--- src/hw/rtl/owd_pkg.sv ---
// Shared types, constants and helpers for the oversampled waveshaper block.
package owd_pkg;

  localparam int CHANNELS   = 4;
  localparam int OVERSAMPLE = 4;
  localparam int SAMPLE_W   = 24;
  localparam int CFG_W      = 32;
  localparam int IDX_W      = 3;

  localparam logic signed [31:0] DEC_Q30 = 32'sd154981283;
  localparam logic signed [31:0] ENC_Q30 = 32'sd929887697;

  localparam logic [IDX_W-1:0] REG_EDGE  = 3'd0;
  localparam logic [IDX_W-1:0] REG_LP_B0 = 3'd1;
  localparam logic [IDX_W-1:0] REG_LP_A1 = 3'd2;
  localparam logic [IDX_W-1:0] REG_LP_A2 = 3'd3;
  localparam logic [IDX_W-1:0] REG_BP_B0 = 3'd4;
  localparam logic [IDX_W-1:0] REG_BP_A1 = 3'd5;
  localparam logic [IDX_W-1:0] REG_BP_A2 = 3'd6;

  // Datapath micro-operations.
  typedef enum logic [3:0] {
    OP_NONE    = 4'd0,
    OP_LOAD    = 4'd1,  // decode channel into the filter input
    OP_LP_Y    = 4'd2,
    OP_LP_Z0   = 4'd3,
    OP_LP_Z1   = 4'd4,
    OP_SH_MUL  = 4'd5,  // waveshaper numerator and denominator
    OP_SH_DIV  = 4'd6,  // one quotient bit
    OP_SH_END  = 4'd7,
    OP_BP_Y    = 4'd8,
    OP_BP_Z0   = 4'd9,
    OP_BP_Z1   = 4'd10,
    OP_ENC     = 4'd11, // one encode component
    OP_DONE    = 4'd12
  } op_t;

  typedef struct packed {
    op_t        op;
    logic [1:0] chan;
    logic       first;  // oversample step zero
    logic [1:0] pass;   // waveshaper pass
    logic [1:0] comp;   // encode component
  } cmd_t;

  typedef struct packed {
    logic div_last;
  } stat_t;

  function automatic logic signed [63:0] sat64(input logic signed [79:0] v, input int bits);
    logic signed [79:0] lim;
    begin
      lim = 80'sd1 <<< (bits - 1);
      if (v > lim - 80'sd1) sat64 = 64'(lim - 80'sd1);
      else if (v < -lim) sat64 = 64'(-lim);
      else sat64 = 64'(v);
    end
  endfunction

  function automatic logic signed [79:0] rnd30(input logic signed [79:0] v);
    rnd30 = (v + (80'sd1 <<< 29)) >>> 30;
  endfunction

endpackage

--- src/hw/rtl/owd_ctrl.sv ---
// Sequencer for decode, filter, waveshaper and encode steps.
module owd_ctrl #(
  parameter int OVERSAMPLE = owd_pkg::OVERSAMPLE
) (
  input  logic           clk,
  input  logic           rst,
  input  logic           in_valid,
  output logic           in_stall,
  output logic           out_valid,
  input  logic           out_stall,
  input  owd_pkg::stat_t stat,
  output owd_pkg::cmd_t  cmd
);
  localparam int OS_W = $clog2(OVERSAMPLE);

  typedef enum logic [7:0] {
    S_IDLE = 8'b00000001,
    S_LP   = 8'b00000010,
    S_SH   = 8'b00000100,
    S_DIV  = 8'b00001000,
    S_BP   = 8'b00010000,
    S_ENC  = 8'b00100000,
    S_OUT  = 8'b01000000,
    S_LOAD = 8'b10000000
  } state_t;

  state_t          state, state_next;
  logic [1:0]      sub, sub_next;
  logic [1:0]      chan, chan_next;
  logic [OS_W-1:0] step, step_next;
  logic [1:0]      pass, pass_next;
  logic            full, full_next;

  assign in_stall  = (state != S_IDLE);
  assign out_valid = full;

  always_ff @(posedge clk) begin
    if (rst) begin
      state <= S_IDLE;
      sub <= '0;
      chan <= '0;
      step <= '0;
      pass <= '0;
      full <= 1'b0;
    end else begin
      state <= state_next;
      sub <= sub_next;
      chan <= chan_next;
      step <= step_next;
      pass <= pass_next;
      full <= full_next;
    end
  end

  always_comb begin
    state_next = state;
    sub_next = sub;
    chan_next = chan;
    step_next = step;
    pass_next = pass;
    full_next = full && out_stall;
    cmd.op = owd_pkg::OP_NONE;
    cmd.chan = chan;
    cmd.first = (step == '0);
    cmd.pass = pass;
    cmd.comp = sub;
    case (state)
      S_IDLE: begin
        if (in_valid && !in_stall) begin
          state_next = S_LOAD;
          chan_next = '0;
        end
      end
      S_LOAD: begin
        cmd.op = owd_pkg::OP_LOAD;
        state_next = S_LP;
        sub_next = '0;
        step_next = '0;
      end
      S_LP: begin
        case (sub)
          2'd0: cmd.op = owd_pkg::OP_LP_Y;
          2'd1: cmd.op = owd_pkg::OP_LP_Z0;
          default: cmd.op = owd_pkg::OP_LP_Z1;
        endcase
        sub_next = sub + 2'd1;
        if (sub == 2'd2) begin
          sub_next = '0;
          pass_next = '0;
          state_next = S_SH;
        end
      end
      S_SH: begin
        cmd.op = owd_pkg::OP_SH_MUL;
        state_next = S_DIV;
      end
      S_DIV: begin
        cmd.op = owd_pkg::OP_SH_DIV;
        if (stat.div_last) begin
          cmd.op = owd_pkg::OP_SH_END;
          if (pass == 2'd2) state_next = S_BP;
          else begin
            pass_next = pass + 2'd1;
            state_next = S_SH;
          end
        end
      end
      S_BP: begin
        case (sub)
          2'd0: cmd.op = owd_pkg::OP_BP_Y;
          2'd1: cmd.op = owd_pkg::OP_BP_Z0;
          default: cmd.op = owd_pkg::OP_BP_Z1;
        endcase
        sub_next = sub + 2'd1;
        if (sub == 2'd2) begin
          sub_next = '0;
          if (step == OS_W'(OVERSAMPLE - 1)) begin
            step_next = '0;
            if (chan == 2'd3) state_next = S_ENC;
            else begin
              chan_next = chan + 2'd1;
              state_next = S_LOAD;
            end
          end else begin
            step_next = step + OS_W'(1);
            state_next = S_LP;
          end
        end
      end
      S_ENC: begin
        cmd.op = owd_pkg::OP_ENC;
        sub_next = sub + 2'd1;
        if (sub == 2'd3) begin
          sub_next = '0;
          state_next = S_OUT;
        end
      end
      S_OUT: begin
        // wait here while the previous result is still held
        if (!full || !out_stall) begin
          cmd.op = owd_pkg::OP_DONE;
          full_next = 1'b1;
          state_next = S_IDLE;
        end
      end
      default: state_next = S_IDLE;
    endcase
  end
endmodule

--- config.mk ---
export PLATFORM = sky130hd
export DESIGN_NAME = owd_ctrl
export DESIGN_NICKNAME = d
export VERILOG_FILES = /design/src/hw/rtl/owd_pkg.sv /design/src/hw/rtl/owd_ctrl.sv
export SDC_FILE = /design/constraint.sdc
export NUM_CORES = 1
export LEC_CHECK = 0
export BUFFER_PORTS_ARGS = -buffer_cell sky130_fd_sc_hd__buf_2
export CELL_PAD_IN_SITES_DETAIL_PLACEMENT = 0
export CELL_PAD_IN_SITES_GLOBAL_PLACEMENT = 2
export CORE_ASPECT_RATIO = 1.75
export CORE_MARGIN = 2
export CORE_UTILIZATION = 29
export CTS_CLUSTER_SIZE = 30
export DETAILED_ROUTE_END_ITERATION = 6
export GPL_ROUTABILITY_DRIVEN = 0
export PLACE_DENSITY = 0.74
export SYNTH_ARGS = -nofsm -noshare
export SYNTH_HDL_FRONTEND = slang
export SYNTH_SLANG_ARGS = --single-unit
export TNS_END_PERCENT = 10
--- constraint.sdc ---
create_clock -name clk -period 1.72 [get_ports clk]
set_input_delay 0 -clock clk [delete_from_list [all_inputs] [get_ports clk]]
set_output_delay 0 -clock clk [all_outputs]
set_load 0.05 [all_outputs]
Word level (Yosys, flattened, before mapping)
Index checks and enable logic that the tools add are counted.
{"block": "classes", "add_sub_neg": 4, "n_eq_ne": 24, "mux": 32, "reduce_logical": 17}
{"op": "2-to-1 mux 8 bit", "count": 8}
{"op": "one-hot mux 8 bit (8 select lines)", "count": 1}
{"op": "one-hot mux 4 bit (7 select lines)", "count": 1}
{"op": "2-to-1 mux 2 bit", "count": 11}
{"op": "!= test 2 bit (second input constant)", "count": 9}
{"op": "one-hot mux 2 bit (2 select lines)", "count": 4}
{"op": "equality test 2 bit (second input constant)", "count": 5}
{"op": "adder 2 x 1 -> 2 bit (second input constant)", "count": 4}
{"op": "equality test 8 x 1 -> 1 bit (second input constant)", "count": 1}
{"op": "equality test 8 x 2 -> 1 bit (second input constant)", "count": 1}
{"op": "equality test 8 x 3 -> 1 bit (second input constant)", "count": 1}
{"op": "equality test 8 x 4 -> 1 bit (second input constant)", "count": 1}
{"op": "equality test 8 x 5 -> 1 bit (second input constant)", "count": 1}
{"op": "equality test 8 x 6 -> 1 bit (second input constant)", "count": 1}
{"op": "equality test 8 x 7 -> 1 bit (second input constant)", "count": 1}
{"op": "equality test 8 bit (second input constant)", "count": 1}
{"op": "!= test 8 x 1 -> 1 bit (second input constant)", "count": 1}
{"op": "one-hot mux 2 bit (3 select lines)", "count": 1}
{"op": "one-hot mux 3 bit (2 select lines)", "count": 1}
{"op": "AND reduction 6 bit", "count": 1}
{"op": "nonzero test 2 bit", "count": 3}
{"op": "2-to-1 mux 5 bit", "count": 1}
{"op": "AND reduction 5 bit", "count": 1}
{"op": "logical NOT 2 bit", "count": 2}
{"op": "10 further kinds", "count": 15}
{"block": "totals", "regBits": 17, "in_bits": 5, "output_inout_bits": 13, "elab_cells": 83}

Logic depth before layout (Yosys ltp)
{"block": "logic_depth", "word_depth": 5, "mapped_depth": 7, "ltp_nobuf": 6}

Worst setup path after synthesis
OpenSTA, ideal clock, no wires.
{"block": "synth_timing", "path_type": "register to output", "startpoint": "register sub[0]", "endpoint": "output cmd[9] (netlist bit)", "arrival_ns": 2.950, "required_time_ns": 1.720, "slack_ns": -1.230, "stages_incl_launch_ff": 4, "path_buffers": 0, "cell_sequence": "dfxtp_1 -> inv_1 -> ha_1 -> o311ai_0"}
{"element": "from (decl)", "line": "owd_ctrl.sv:28", "text": "logic [1:0] sub, sub_next;"}
{"element": "from (signal assigned)", "line": "owd_ctrl.sv:47", "text": "sub <= sub_next;"}
{"element": "to (decl)", "line": "owd_ctrl.sv:12", "text": "output owd_pkg::cmd_t cmd"}

==> flow_summary_export.csv <==
group,metric,value,unit
timing,finalMaxSlewViolations,0,
power_and_ir_drop,p_seq_frac,0.459,
worst_setup_path,crit_path_end_kind,"output port",
place,port_buffers,17,
logic_synthesis,synth_common_cells,"dfxtp_1, nand2_1, nand3_1, nor2_1",
clock_network,path_clk_slew,0.07,ns
detailed_routing,num_vias,1149,
timing,rsz0062_at_grt,"yes",
clock_network,clk_latency,0.26,ns
job,maxCapViolations,0,
worst_setup_path,reg2reg_depth,6,
worst_setup_path,criticalPathCategory,"reg -> out",
logic_synthesis,ys_seq_elements,17,
global_routing,grt-ovfl-total,0,
logic_synthesis,syn_area,0.00112,mm^2
global_routing,busiest_layer,"met2",
final_layout,fin_area,0.00162,mm^2
global_routing,grt_pass1_vias,1128,
global_routing,grt.met2_usage,0.309,
timing,finalClockSkew,0.00335,ns
status,status,"finished, violations left",
worst_setup_path,crit_arrival,1.76,ns
clock_network,root_buffer,"clkbuf_8",
timing,max_freq,570,MHz
min_path,hold_path_depth,2,
global_routing,use_met3,0.0209,
worst_setup_path,r2r-start,"state[5]$_SDFFE_PP0P_",
floorplanning,die_h,86.2,um
clock_network,cts_sinks,17,
logic_synthesis,yosys.area.top_type,"dfxtp_1",
worst_setup_path,crit_required,1.72,ns
logic_synthesis,yosysTopAreaCellShare,0.304,
power_and_ir_drop,leakage,0.710,nW
floorplanning,fp-row-count,29,
place,placed_area,0.00143,mm^2
global_routing,grt_pass1_wl,5260,um
final_layout,multi_input_comb_area,820,um^2
min_path,hold_end,"state[3]$_SDFFE_PP0P_",
logic_synthesis,ys.flop_type,"dfxtp_1",
final_layout,final_layout_size_suffix_gt1_frac,0.406,
detailed_routing,drt-pass1-iter-count,4,
logic_synthesis,synth_cell_types,44,
clock_network,htreeDepth,1,
power_and_ir_drop,p_int,0.000640,W
detailed_routing,drcViolationCount,0,
clock_network,clockBufferDepth,2,
power_and_ir_drop,p_switching,0.000251,W
logic_synthesis,synth_edf_count,0,
logic_synthesis,yosysMostFrequentCell,"dfxtp_1",
detailed_routing,vias_per_cell,5.08,
worst_setup_path,reg2reg_slack,0,ns
worst_setup_path,reg2reg_to,"pass[0]$_SDFFE_PP0P_",
floorplanning,fp.coreArea,0.00366,mm^2
logic_synthesis,yosysWarnings,0,
final_layout,seq_area,349,um^2
timing,worst_pin_slew,0.316,ns
detailed_routing,dr.first_iter.drc_count,11,
detailed_routing,wirelength,3160,um
logic_synthesis,syn_area_per_cell,8.29,um^2
floorplanning,initial_core_util,0.305,
floorplanning,io_pins,18,
logic_synthesis,synth_area_leaders,"dfxtp_1, ha_1, nand3_1, nand2_1, a21oi_1",
timing,hold_viol_final,0,
floorplanning,die-width,50.9,um
final_layout,n_fill_cell,393,
clock_network,cts_tree,"yes",
global_routing,gr-usage-met1,0.167,
worst_setup_path,crit_path_max_fanout,5,
timing,fin_ws,-0.0354,ns
timing,holdWs,0.102,ns
power_and_ir_drop,clockPowerShare,0.345,
logic_synthesis,ys_seq_area_frac,0.304,
final_layout,nets,195,
power_and_ir_drop,powerDensity,549,mW/mm^2
timing,setup_viol,3,
floorplanning,die_area,0.00439,mm^2
place,dp_slack,-0.0438,ns
timing,max-slew-margin-rel,0.789,
power_and_ir_drop,irDropWorstVdd,0.479,mV
worst_setup_path,start_kind,"flop",
logic_synthesis,ys_async_sr_fraction,0,
final_layout,antenna_cells,0,
global_routing,grt_use_total,0.161,
power_and_ir_drop,p_sw_frac,0.282,
final_layout,fin_util,0.443,
logic_synthesis,netlist_instances,135,
timing,period_minus_slack,1.76,ns
global_routing,grt_antenna_before_repair,0,
power_and_ir_drop,comb_power_share,0.196,
detailed_routing,wl_per_cell,14.0,um
clock_network,numCtsBuffers,3,
logic_synthesis,synth_fp_nets,149,
final_layout,syn_to_final_growth,45.2,%
place,dp_hpwl,2510,um
timing,post-route-period-util,1.02,
status,failed_checks,"negative setup slack",
detailed_routing,ant_nets,0,
global_routing,grt_max_degree,13,
min_path,min_path_type,"in -> reg",
min_path,worstHoldStart,"rst",
==> power groups by stage <==
stage,Sequential (W),Clock [W],Combinational (W)
final,0.000409,0.000307,0.000174
after global routing,0.000410,0.000335,0.000189
after CTS,0.000409,0.000317,0.000172
after detailed placement,0.000418,0,0.000160
after global placement,0.000417,0,0.000157
after floorplan,0.000418,0,0.0000881
==> through the flow <==
step	total power [W]	TNS [ns]	instances
5_1_grt	0.000934	-1.31	226
3_3_place_gp	0.000574	-0.0560	217
6_report	0.000891	-0.0716	226
4_1_cts	0.000897	-0.0682	224
2_1_floorplan	0.000506	-0.557	135
3_5_place_dp	0.000578	-0.104	217
==> state kept, by name, summed over array words and instances (netlist names) <==
name       count
sub            2
step           2
out_valid      1
chan           2
state          8
pass           2
==> how the worst max path moves through the flow <==
stage                                from               endpoint  slack (ns)  cells after the start
finish              state[5]$_SDFFE_PP0P_                 cmd[9]       -0.04                      6
global route        state[5]$_SDFFE_PP0P_                 cmd[9]       -0.13                      6
CTS                 state[2]$_SDFFE_PP0P_                 cmd[7]       -0.03                      8
detailed placement  state[6]$_SDFFE_PP0P_   chan[1]$_SDFFE_PP0P_       -0.04                      6
global placement    state[6]$_SDFFE_PP0P_  state[5]$_SDFFE_PP0P_       -0.02                      8
floorplan             sub[0]$_SDFFE_PP0P_   pass[0]$_SDFFE_PP0P_       -0.13                      7
==> cell type report <==
type                       count  area share
clock buffer                   3      0.0254
clock inverter                 1     0.00308
inverter                       6      0.0139
multi-input combinational    109       0.505
sequential                    17       0.215
tap                           46      0.0354
timing repair buffer          44       0.203
==> routing by layer <==
layer  wire (um)  vias up
met1        1130      546
met5           0        -
met4          57        0
li1            -      582
met3          72        5
met2        1900       16
==> layout by cell type (no fill, tap or decap), types with 3 or more instances in the layout <==
master and count:
nand3_2 3, buf_2 13, nand2_2 4, clkbuf_8 3, ha_1 9, or3_1 3, nor2_1 12, a21oi_1 9
dfxtp_1 12, buf_6 5, nand2_1 9, buf_4 23, a21boi_1 3, inv_1 6, nor2b_1 6, dfxtp_2 4
nand3_1 10
==> critical path, stage by stage (launching register included) <==
cell and delay (ns):
dfxtp_4 0.36, nor4_4 0.35, buf_4 0.19, nand2_2 0.05, buf_6 0.13, o311ai_4 0.22, buf_6 0.19
==> logic make-up (layout without fill, tap and decap cells) <==
logic type,after synthesis,count (layout),synth area share
simple gates,70,70,0.371
compound gates,28,28,0.171
flops,17,17,0.304
fa+ha+maj,9,9,0.101
buf+inv,9,54,0.0347
xor+xnor,1,1,0.00783
mux,1,1,0.0101
==> what timing repair did <==
action / in CTS / in global routing
pin swaps: 3 / 4
hold buffers: 2 / 0
gates resized for setup: 17 / 14
endpoints found under the hold margin: 2 / 0
buffers inserted: 1 / 2
setup endpoints to repair: 14 / 18
(Power assumes the default switching activity.)
